## config.mk

```make
export PLATFORM = sky130hd
export DESIGN_NAME = ip_address_text_classifier
export DESIGN_NICKNAME = d
export VERILOG_FILES = /design/src/sv/iptc_pkg.sv /design/src/sv/iptc_core.sv /design/src/sv/ip_address_text_classifier.sv
export SDC_FILE = /design/constraint.sdc
export NUM_CORES = 1
export LEC_CHECK = 0
export BUFFER_PORTS_ARGS = -buffer_cell sky130_fd_sc_hd__buf_2
export CORE_ASPECT_RATIO = 0.9
export CORE_MARGIN = 2
export CORE_UTILIZATION = 55
export CTS_CLUSTER_SIZE = 20
export DETAILED_ROUTE_END_ITERATION = 10
export PLACE_DENSITY = 0.76
export SLEW_MARGIN = 25
export SYNTH_ARGS = -nofsm -noshare
export SYNTH_HDL_FRONTEND = slang
export SYNTH_SLANG_ARGS = --single-unit
```

## constraint.sdc

```tcl
create_clock -name clk -period 2.45 [get_ports clk]
set_input_delay 0.3675 -clock clk [delete_from_list [all_inputs] [get_ports clk]]
set_output_delay 0.3675 -clock clk [all_outputs]
set_load 0.01 [all_outputs]
```

## src/sv/iptc_pkg.sv

```systemverilog
// Package with the types, codes and limits shared by the IP address text classifier.
`timescale 1ns / 1ps

package iptc_pkg;

  localparam int unsigned CharW     = 8;
  localparam int unsigned VerdictW  = 2;
  localparam int unsigned LenW      = 6;
  localparam int unsigned DotW      = 3;
  localparam int unsigned ColonW    = 4;
  localparam int unsigned ValW      = 9;
  localparam int unsigned DigW      = 3;

  localparam logic [ValW-1:0]   V4MaxValue  = 9'd255;
  localparam logic [LenW-1:0]   V4MaxLen    = 6'd15;
  localparam logic [LenW-1:0]   V6MaxLen    = 6'd39;
  localparam logic [DigW-1:0]   V6MaxDigits = 3'd4;
  localparam logic [ColonW-1:0] V6Colons    = 4'd7;
  localparam logic [DotW-1:0]   V4Dots      = 3'd3;

  localparam logic [CharW-1:0] ChDot   = 8'h2E;
  localparam logic [CharW-1:0] ChColon = 8'h3A;
  localparam logic [CharW-1:0] ChZero  = 8'h30;

  localparam logic ActChar = 1'b0;
  localparam logic ActEnd  = 1'b1;

  localparam logic [VerdictW-1:0] VerdictNone = 2'd0;
  localparam logic [VerdictW-1:0] VerdictV4   = 2'd1;
  localparam logic [VerdictW-1:0] VerdictV6   = 2'd2;

  typedef struct packed {
    logic             action;
    logic [CharW-1:0] character;
  } item_t;

endpackage

```

## src/sv/iptc_core.sv

```systemverilog
// Per-character scanning state and the end-of-string verdict logic.
`timescale 1ns / 1ps

module iptc_core (
  input  logic                              clk,
  input  logic                              rst_n,
  input  logic                              step,
  input  iptc_pkg::item_t                   item,
  output logic [iptc_pkg::VerdictW-1:0]     verdict
);

  logic [iptc_pkg::LenW-1:0]   char_count_r,   char_count_nxt;
  logic [iptc_pkg::DotW-1:0]   dot_count_r,    dot_count_nxt;
  logic [iptc_pkg::ColonW-1:0] colon_count_r,  colon_count_nxt;
  logic                        v4_ok_r,        v4_ok_nxt;
  logic [iptc_pkg::ValW-1:0]   v4_val_r,       v4_val_nxt;
  logic [iptc_pkg::DigW-1:0]   v4_dig_r,       v4_dig_nxt;
  logic                        v4_zero_r,      v4_zero_nxt;
  logic                        v6_ok_r,        v6_ok_nxt;
  logic [iptc_pkg::DigW-1:0]   v6_dig_r,       v6_dig_nxt;

  logic [iptc_pkg::CharW-1:0] ch;
  logic                       is_dec;
  logic                       is_hexl;
  logic [3:0]                 digit;
  logic [12:0]                val_x10;
  logic [iptc_pkg::DigW-1:0]  v6_dig_inc;
  logic                       v4_final;
  logic                       v6_final;

  assign ch      = item.character;
  assign is_dec  = (ch >= 8'h30) && (ch <= 8'h39);
  assign is_hexl = ((ch >= 8'h61) && (ch <= 8'h66)) || ((ch >= 8'h41) && (ch <= 8'h46));
  assign digit   = 4'(ch - iptc_pkg::ChZero);
  // Times ten as two shifts; the sum stays within 13 bits.
  assign val_x10 = {1'b0, v4_val_r, 3'b000} + {3'b000, v4_val_r, 1'b0} + {9'd0, digit};
  assign v6_dig_inc = (v6_dig_r == '1) ? v6_dig_r : v6_dig_r + 1'b1;

  assign v4_final = v4_ok_r && (dot_count_r == iptc_pkg::V4Dots) && (colon_count_r == '0) &&
                    (char_count_r <= iptc_pkg::V4MaxLen) && (v4_dig_r != '0) &&
                    (v4_val_r <= iptc_pkg::V4MaxValue);
  assign v6_final = v6_ok_r && (colon_count_r == iptc_pkg::V6Colons) && (dot_count_r == '0) &&
                    (char_count_r <= iptc_pkg::V6MaxLen) && (v6_dig_r != '0) &&
                    (v6_dig_r <= iptc_pkg::V6MaxDigits);

  always_comb begin
    priority if (v4_final) begin
      verdict = iptc_pkg::VerdictV4;
    end else if (v6_final) begin
      verdict = iptc_pkg::VerdictV6;
    end else begin
      verdict = iptc_pkg::VerdictNone;
    end
  end

  always_comb begin
    char_count_nxt  = (char_count_r == '1) ? char_count_r : char_count_r + 1'b1;
    dot_count_nxt   = dot_count_r;
    colon_count_nxt = colon_count_r;
    v4_ok_nxt       = v4_ok_r;
    v4_val_nxt      = v4_val_r;
    v4_dig_nxt      = v4_dig_r;
    v4_zero_nxt     = v4_zero_r;
    v6_ok_nxt       = v6_ok_r;
    v6_dig_nxt      = v6_dig_r;
    priority if (item.action == iptc_pkg::ActEnd) begin
      char_count_nxt  = '0;
      dot_count_nxt   = '0;
      colon_count_nxt = '0;
      v4_ok_nxt       = 1'b1;
      v4_val_nxt      = '0;
      v4_dig_nxt      = '0;
      v4_zero_nxt     = 1'b0;
      v6_ok_nxt       = 1'b1;
      v6_dig_nxt      = '0;
    end else if (ch == iptc_pkg::ChDot) begin
      dot_count_nxt = (dot_count_r == '1) ? dot_count_r : dot_count_r + 1'b1;
      v6_ok_nxt     = 1'b0;
      if ((v4_dig_r == '0) || (v4_val_r > iptc_pkg::V4MaxValue)) begin
        v4_ok_nxt = 1'b0;
      end
      v4_val_nxt  = '0;
      v4_dig_nxt  = '0;
      v4_zero_nxt = 1'b0;
    end else if (ch == iptc_pkg::ChColon) begin
      colon_count_nxt = (colon_count_r == '1) ? colon_count_r : colon_count_r + 1'b1;
      v4_ok_nxt       = 1'b0;
      if ((v6_dig_r == '0) || (v6_dig_r > iptc_pkg::V6MaxDigits)) begin
        v6_ok_nxt = 1'b0;
      end
      v6_dig_nxt = '0;
    end else if (is_dec) begin
      // A second digit after a leading zero breaks the dotted-decimal form.
      if ((v4_dig_r == 3'd1) && v4_zero_r) begin
        v4_ok_nxt = 1'b0;
      end
      if (v4_dig_r == '0) begin
        v4_zero_nxt = (digit == 4'd0);
      end
      v4_val_nxt = (val_x10 > 13'd511) ? '1 : val_x10[iptc_pkg::ValW-1:0];
      if ((val_x10 > 13'({1'b0, iptc_pkg::V4MaxValue}))) begin
        v4_ok_nxt = 1'b0;
      end
      v4_dig_nxt = (v4_dig_r == '1) ? v4_dig_r : v4_dig_r + 1'b1;
      v6_dig_nxt = v6_dig_inc;
      if (v6_dig_inc > iptc_pkg::V6MaxDigits) begin
        v6_ok_nxt = 1'b0;
      end
    end else if (is_hexl) begin
      v4_ok_nxt  = 1'b0;
      v6_dig_nxt = v6_dig_inc;
      if (v6_dig_inc > iptc_pkg::V6MaxDigits) begin
        v6_ok_nxt = 1'b0;
      end
    end else begin
      v4_ok_nxt = 1'b0;
      v6_ok_nxt = 1'b0;
    end
  end

  always_ff @(posedge clk) begin
    if (!rst_n) begin
      char_count_r  <= '0;
      dot_count_r   <= '0;
      colon_count_r <= '0;
      v4_ok_r       <= 1'b1;
      v4_val_r      <= '0;
      v4_dig_r      <= '0;
      v4_zero_r     <= 1'b0;
      v6_ok_r       <= 1'b1;
      v6_dig_r      <= '0;
    end else if (step) begin
      char_count_r  <= char_count_nxt;
      dot_count_r   <= dot_count_nxt;
      colon_count_r <= colon_count_nxt;
      v4_ok_r       <= v4_ok_nxt;
      v4_val_r      <= v4_val_nxt;
      v4_dig_r      <= v4_dig_nxt;
      v4_zero_r     <= v4_zero_nxt;
      v6_ok_r       <= v6_ok_nxt;
      v6_dig_r      <= v6_dig_nxt;
    end
  end

endmodule

```

## src/sv/ip_address_text_classifier.sv

```systemverilog
// Top level of the IP address text classifier: input register, scanner and result register.
//
//   channel   direction  handshake             payload
//   in_       input      in_valid / in_stall   in_action, in_character
//   out_      output     out_valid / out_stall out_verdict
//
// One item is taken per clock while in_stall is low; characters never produce a transfer on out_.
// An end marker's verdict reaches out_ through the input register and then the result register.
// rst_n is synchronous and clears the scan state and both valid flags.
// out_stall holds the result; in_stall rises only while an end marker waits
// in the input register behind a stalled result.
`timescale 1ns / 1ps

module ip_address_text_classifier (
  input  logic                          clk,
  input  logic                          rst_n,
  input  logic                          in_valid,
  output logic                          in_stall,
  input  logic                          in_action,
  input  logic [iptc_pkg::CharW-1:0]    in_character,
  output logic                          out_valid,
  input  logic                          out_stall,
  output logic [iptc_pkg::VerdictW-1:0] out_verdict
);

  logic                          s1_valid_r;
  iptc_pkg::item_t               s1_item_r;
  logic                          s1_go;
  logic                          out_free;
  logic [iptc_pkg::VerdictW-1:0] verdict;
  logic                          out_valid_r;
  logic [iptc_pkg::VerdictW-1:0] out_verdict_r;

  assign out_free = !out_valid_r || !out_stall;
  // Characters always advance; an end marker needs room in the result register.
  assign s1_go    = s1_valid_r && ((s1_item_r.action == iptc_pkg::ActChar) || out_free);
  assign in_stall = s1_valid_r && !s1_go;

  iptc_core u_core (
    .clk     (clk),
    .rst_n   (rst_n),
    .step    (s1_go),
    .item    (s1_item_r),
    .verdict (verdict)
  );

  always_ff @(posedge clk) begin
    if (!rst_n) begin
      s1_valid_r <= 1'b0;
    end else if (!in_stall) begin
      s1_valid_r <= in_valid;
    end
  end

  always_ff @(posedge clk) begin
    if (!in_stall && in_valid) begin
      s1_item_r.action    <= in_action;
      s1_item_r.character <= in_character;
    end
  end

  always_ff @(posedge clk) begin
    if (!rst_n) begin
      out_valid_r <= 1'b0;
    end else if (out_free) begin
      out_valid_r <= s1_go && (s1_item_r.action == iptc_pkg::ActEnd);
    end
  end

  always_ff @(posedge clk) begin
    if (out_free && s1_go && (s1_item_r.action == iptc_pkg::ActEnd)) begin
      out_verdict_r <= verdict;
    end
  end

  assign out_valid   = out_valid_r;
  assign out_verdict = out_verdict_r;

endmodule

```

=== Word-level counts from Yosys, hierarchy flattened ===
Index checks and enable logic that the tools add are counted.

* Word-level logic and storage cells: 152
* Memory bits (read-only): 0
* RAM bits: 0
* Output and inout bits: 4
* Latch bits: 0
* Memories: 0
* Input port bits: 13
* Register bits after elaboration: 44

* Div/mod/pow operators: 0
* Reductions and logical operators: 50
* Mux-type cells: 45
* $add $sub $neg: 8
* $lt $le $gt $ge: 15
* Bitwise operators: 1
* Shifts and indexed selects: 0
* Equality and inequality tests: 19
* Multipliers: 0

{| class="wikitable"
|+ Operator list
! operator !! count
|-
| $mux W9 || 5
|-
| $mux W3 || 14
|-
| $logic_and A1 B1 Y1 || 20
|-
| $mux W1 || 19
|-
| $eq A8 B6 Y1 const B || 2
|-
| $ge A8 B7 Y1 const B || 2
|-
| $le A8 B7 Y1 const B || 2
|-
| $mux W4 || 4
|-
| $add A12 B10 Y13 || 1
|-
| $add A13 B4 Y13 || 1
|-
| $gt A13 B8 Y1 const B || 1
|-
| $gt A13 B9 Y1 const B || 1
|-
| $mux W6 || 2
|-
| $reduce_and A3 Y1 || 4
|-
| $reduce_and A4 Y1 || 3
|-
| $reduce_bool A3 Y1 || 4
|-
| $add A3 B1 Y3 const B || 3
|-
| $eq A3 B3 Y1 const B || 3
|-
| $gt A9 B8 Y1 const B || 1
|-
| $le A9 B8 Y1 const B || 1
|-
| $logic_not A3 Y1 || 3
|-
| $ge A8 B6 Y1 const B || 1
|-
| $le A8 B6 Y1 const B || 1
|-
| $logic_not A4 Y1 || 2
|-
| 24 further kinds || 38
|}

=== Longest topological paths before layout ===
* Word-level depth: 9
* Depth in mapped cells: 10
* Gate-level depth less buffers: 10

=== Cells and area by module ===
From an unflattened synthesis, not the netlist that was laid out.

* Cells, all modules: 297
* Area, all modules: 2827.7 µm²

{| class="wikitable"
|+ Modules (own cells, without submodules)
! module !! area each (µm²) !! sequential area each (µm²) !! times used !! cells an instance
|-
| iptc_core || 2402.3 || 620.6 || 1 || 275
|-
| ip_address_text_classifier || 425.4 || 370.4 || 1 || 22
|}

=== Worst setup path after synthesis ===
Ideal clock, no wire load.

* Kind: register to register
* Start: reg s1_item_r[3] (netlist name)
* End: reg u_core.v4_val_r[4] (netlist name)
* Required time: 2318 ps
* Buffers on the path: 0
* Arrival time: 2539 ps
* Setup time: 132 ps
* Stages on the path, launching flop included: 11
* Period minus slack after synthesis: 2672 ps
* Setup slack: -222 ps
* Cells stage by stage: edfxtp_1 -> inv_1 -> fa_1 -> inv_1 -> fa_1 -> a21o_1 -> a221oi_1 -> nand3b_1 -> o211ai_2 -> o211ai_1 -> a21oi_1

* Longest elaborated chain between the ends: 8
* Elaborated cells on any way between the ends: 16
* Those cells by class: add/sub (2); order compare (3); eq/ne (3); mux (5); reduce/logical (3)

{| class="wikitable"
|+ RTL lines
! what !! RTL line !! source
|-
| start: declaration || ip_address_text_classifier.sv:27 || <nowiki>iptc_pkg::item_t s1_item_r;</nowiki>
|-
| $sub A4 B1 Y4 || iptc_core.sv:34 || <nowiki>assign digit = 4'(ch - iptc_pkg::ChZero);</nowiki>
|-
| $add A13 B4 Y13 || iptc_core.sv:36 || <nowiki>assign val_x10 = {1'b0, v4_val_r, 3'b000} + {3'b000, v4_val_r, 1'b0} + {9'd0, digit};</nowiki>
|-
| $gt A13 B9 Y1 || iptc_core.sv:100 || <nowiki>v4_val_nxt = (val_x10 > 13'd511) ? '1 : val_x10[iptc_pkg::ValW-1:0];</nowiki>
|-
| $mux W9 || iptc_core.sv:100 ||
|-
| $mux W9 || iptc_core.sv:92 || <nowiki>end else if (is_dec) begin</nowiki>
|-
| $mux W9 || iptc_core.sv:85 || <nowiki>end else if (ch == iptc_pkg::ChColon) begin</nowiki>
|-
| $mux W9 || iptc_core.sv:76 || <nowiki>end else if (ch == iptc_pkg::ChDot) begin</nowiki>
|-
| $mux W9 || iptc_core.sv:66 || <nowiki>priority if (item.action == iptc_pkg::ActEnd) begin</nowiki>
|-
| end signal: assignment || iptc_core.sv:137 || <nowiki>v4_val_r <= v4_val_nxt;</nowiki>
|-
| end: declaration || iptc_core.sv:16 || <nowiki>logic [iptc_pkg::ValW-1:0] v4_val_r, v4_val_nxt;</nowiki>
|}

Parallel ways exist; a longest one is shown, timed or not. The select of a mux whose other input is x is not followed.
A chain may end at the register's enable or synchronous reset.

=== Final worst setup path ===
* Start: reg u_core.v4_val_r[0] (netlist name)
* End: reg u_core.v4_val_r[8] (netlist name)

* Longest elaborated chain between the ends: 8

{| class="wikitable"
|+ RTL lines
! what !! RTL line
|-
| $add A12 B10 Y13 (*) || iptc_core.sv:36
|-
| $add A13 B4 Y13 (*) || iptc_core.sv:36
|-
| $gt A13 B9 Y1 || iptc_core.sv:100
|-
| $mux W9 (*) || iptc_core.sv:100
|-
| $mux W9 (*) || iptc_core.sv:92
|-
| $mux W9 (*) || iptc_core.sv:85
|-
| $mux W9 (*) || iptc_core.sv:76
|-
| $mux W9 (*) || iptc_core.sv:66
|}

Every way passes the cells marked *; elsewhere a longest branch is shown, timed or not. The select of a mux whose other input is x is not followed.

==> metrics.txt <==
status=finished with violations; violated checks=negative setup slack; first-pass GRT wire length=10000 µm; Final Util=65.3%; crit path launch type=register; GRT Util Overall=between 20% and 30%; Pwr Density=438 mW/mm²; # diodes=0; Congestion Overflow GR=0; initial antenna violation count=0; RD Place Congestion=0.843; Worst Hold Class=in -> reg; CTS Hold Bufs=0; ys flop type=dfxtp_1; vias per cell=5.66; worst slack, placed=-0.0828 ns; final worst slack=-0.0832 ns; Worst slew margin=52.7%; crit-path max FO=4; Setup Viol. Count Final=9; total iterations of the first detailed-routing run=4; Design Area, Final=between 0.003 and 0.004 mm²; Max Cap Viol=0; Port Buffer Count=16; initial DRC count=183; unrepaired setup endpoints after global routing=true; FP Rows=24; CP most frequent cell=inv_2; synthesized instance count=approximately 300; crit path DAT=around 2.7 ns; cell area after synthesis=0.00276 mm²; Die H=71.2 µm; CTS clk-pin slew, worst paths=0.08 ns; CP top delay family=adder cells; vias in the first global route=2274; Die X-Extent=approximately 79 µm; CTS tree=built; DRC errors left=0; Synth area leaders=dfxtp_1 (24%), ha_1 (15%), edfxtp_1 (12%), nand3_1 (4.5%), a21oi_1 (4.0%); post-route ant nets=0; LEAKAGE=0.00136 µW; Layout Area Growth over Synthesis=14.6%; final HPWL from detailed placement=between 4000 and 5000 µm; syn avg cell area=9.16 µm²; Max VDD drop=319 µV; WP buf/inv=3; FMAX=0.395 GHz; cell taking the most area after synthesis=dfxtp_1; synth unique cells=59; Initial Utilization=57.0%; critical path's largest stage delay=around 0.55 ns; CP Class=reg -> reg; Final Hold Fails=0; Ports=17; routed wire length=5840 µm; post-synthesis sequential area ratio=36.0%; Final Hold Slack=around 0.25 ns; clk_skew=between 0.006 and 0.007 ns; Post-synth ARST share=0%; Core Footprint=0.00483 mm²; Net count, final=378; TritonCTS buffer count=5; Sink Count=44; Setup crit end kind=register; H-tree depth=2; Synth top area share=between 20% and 30%; CTS Root Cell=clkbuf_8; later-pin clock latency in the skew report=0.29 ns; Final period util=103%; Worst Tran Pin Value=between 0.7 and 0.8 ns; Final Slew Violations=0; slowest cell on the critical path=fa_1; min Tclk post-route=2.53 ns; placed cell areas=0.00298 mm²; Die Area=0.00559 mm²; CP Cell Sequence=inv_2 -> fa_1 -> inv_2 -> ha_4 -> a211oi_2 -> or3_1 -> buf_4 -> a21oi_2 -> o211ai_4 -> o211ai_1 -> a21oi_1; largest net degree at the start of global routing=18; Clock Path Buffers=2; Critical Path RT=around 2.6 ns; DR WL/cell=14.7 µm; Post-synth EDFFs=11; Layout fillers=373; layout cells sized above 1=19.0%; yosys warns=0; vias post-DR=2248; syn nets=348; FF+latch count, synth=44
-- cell families after synthesis --
kind of cell	Yosys count	share of synthesized area, %
simple gates	116	23.2
buf+inv	27	4.04
mux	2	0.726
fa+ha+maj	34	16.0
xor+xnor	10	3.18
flops	44	36.0
compound gates	68	16.9
-- registers in the layout (all words and copies together), names as in the netlist --
register              count
s1_item_r                 9
u_core.v4_val_r           9
u_core.char_count_r       6
u_core.colon_count_r      4
u_core.dot_count_r        3
u_core.v4_dig_r           3
u_core.v6_dig_r           3
out_verdict               2
out_valid                 1
s1_valid_r                1
u_core.v4_ok_r            1
u_core.v4_zero_r          1
u_core.v6_ok_r            1
-- where the power goes --
group          switching [µW]  internal [µW]
logic                    82.1           53.2
clock network             237            230
registers                17.2            763
total                     336           1050
-- cell usage after synthesis (2+ instances only) --
cell type / count
a211oi_1: 3
a21o_1: 5
a21oi_1: 22
a22oi_1: 4
and2_1: 2
and3_1: 5
buf_1: 2
buf_2: 2
clkbuf_1: 2
dfxtp_1: 33
edfxtp_1: 11
fa_1: 2
ha_1: 32
inv_1: 19
mux2i_1: 2
nand2_1: 22
nand2b_1: 3
nand3_1: 25
nand3b_1: 2
nand4_1: 3
nor2_1: 29
nor2b_1: 4
nor3_1: 2
nor4_1: 2
o211ai_1: 4
o21ai_0: 10
o21ai_1: 5
or3_1: 5
xnor2_1: 5
xor2_1: 5
-- worst paths after layout --
kind	startpoint	endpoint	slack, ns	depth (start not counted)
max reg2reg	u_core.v4_val_r[0]	u_core.v4_val_r[8]	-0.08	11
min	in_character[7]	s1_item_r[7]	0.25	1
min reg2reg	u_core.v4_zero_r	u_core.v4_zero_r	0.47	2
max	u_core.v4_val_r[0]	u_core.v4_val_r[8]	-0.08	11
-- metal layers --
metal / vias to the layer above / wire length [µm] / GRT usage [%]
met3: 10 / 165 / 4.08
met4: 0 / 55 / 6.04
li1: 1149 / - / -
met2: 40 / 2830 / 37.2
met1: 1049 / 2790 / 29.9
met5: - / 0 / 0
-- worst register-to-register path: cells and delay by family, from the launching register on --
family / cells / cell delay [ns]
DFF: 1 / 0.34
adders and majority gates: 2 / 0.82
and+or+nand+nor: 1 / 0.39
AOI/OAI and AO/OA: 5 / 0.63
buffers and inverters: 3 / 0.25
-- through the flow --
| stage | TNS, ns | instances | power (µW) |
|---|---|---|---|
| CTS | -0.292 | 397 | 1380 |
| finish | -0.355 | 397 | 1380 |
| detailed placement | -0.475 | 386 | 925 |
| global placement | -0.0250 | 386 | 921 |
| floorplan | 0 | 301 | 882 |
| global route | -1.16 | 397 | 1430 |
-- layout make-up --
class,instances,area [µm²],share of cell area [%]
tap,65,81.3,2.58
sequential,44,993,31.5
multi-input combinational,230,1730,54.9
clock buffer,8,90.1,2.85
timing repair buffer,30,185,5.86
inverter,20,75.1,2.38
-- timing repair --
item / in CTS / in global routing
pin swaps: 11 / 6
endpoints found under the setup margin: 10 / 10
resized for setup: 6 / 8
setup buffers: 3 / 0
-- cells in the final DEF, fill, tap and decap left out, drive strengths merged, types with 4 or more instances in the layout --
| master | synthesis | final |
|---|---|---|
| a21o | 5 | 5 |
| a21oi | 23 | 23 |
| a22oi | 4 | 4 |
| and3 | 5 | 5 |
| buf | 5 | 30 |
| clkbuf | 2 | 8 |
| dfxtp | 33 | 33 |
| edfxtp | 11 | 11 |
| ha | 32 | 32 |
| inv | 19 | 19 |
| nand2 | 22 | 22 |
| nand2b | 4 | 4 |
| nand3 | 26 | 26 |
| nand4 | 4 | 4 |
| nor2 | 29 | 29 |
| nor2b | 4 | 4 |
| o211ai | 5 | 5 |
| o21ai | 16 | 16 |
| or3 | 5 | 5 |
| xnor2 | 5 | 5 |
| xor2 | 5 | 5 |
(Power assumes the default switching activity.)
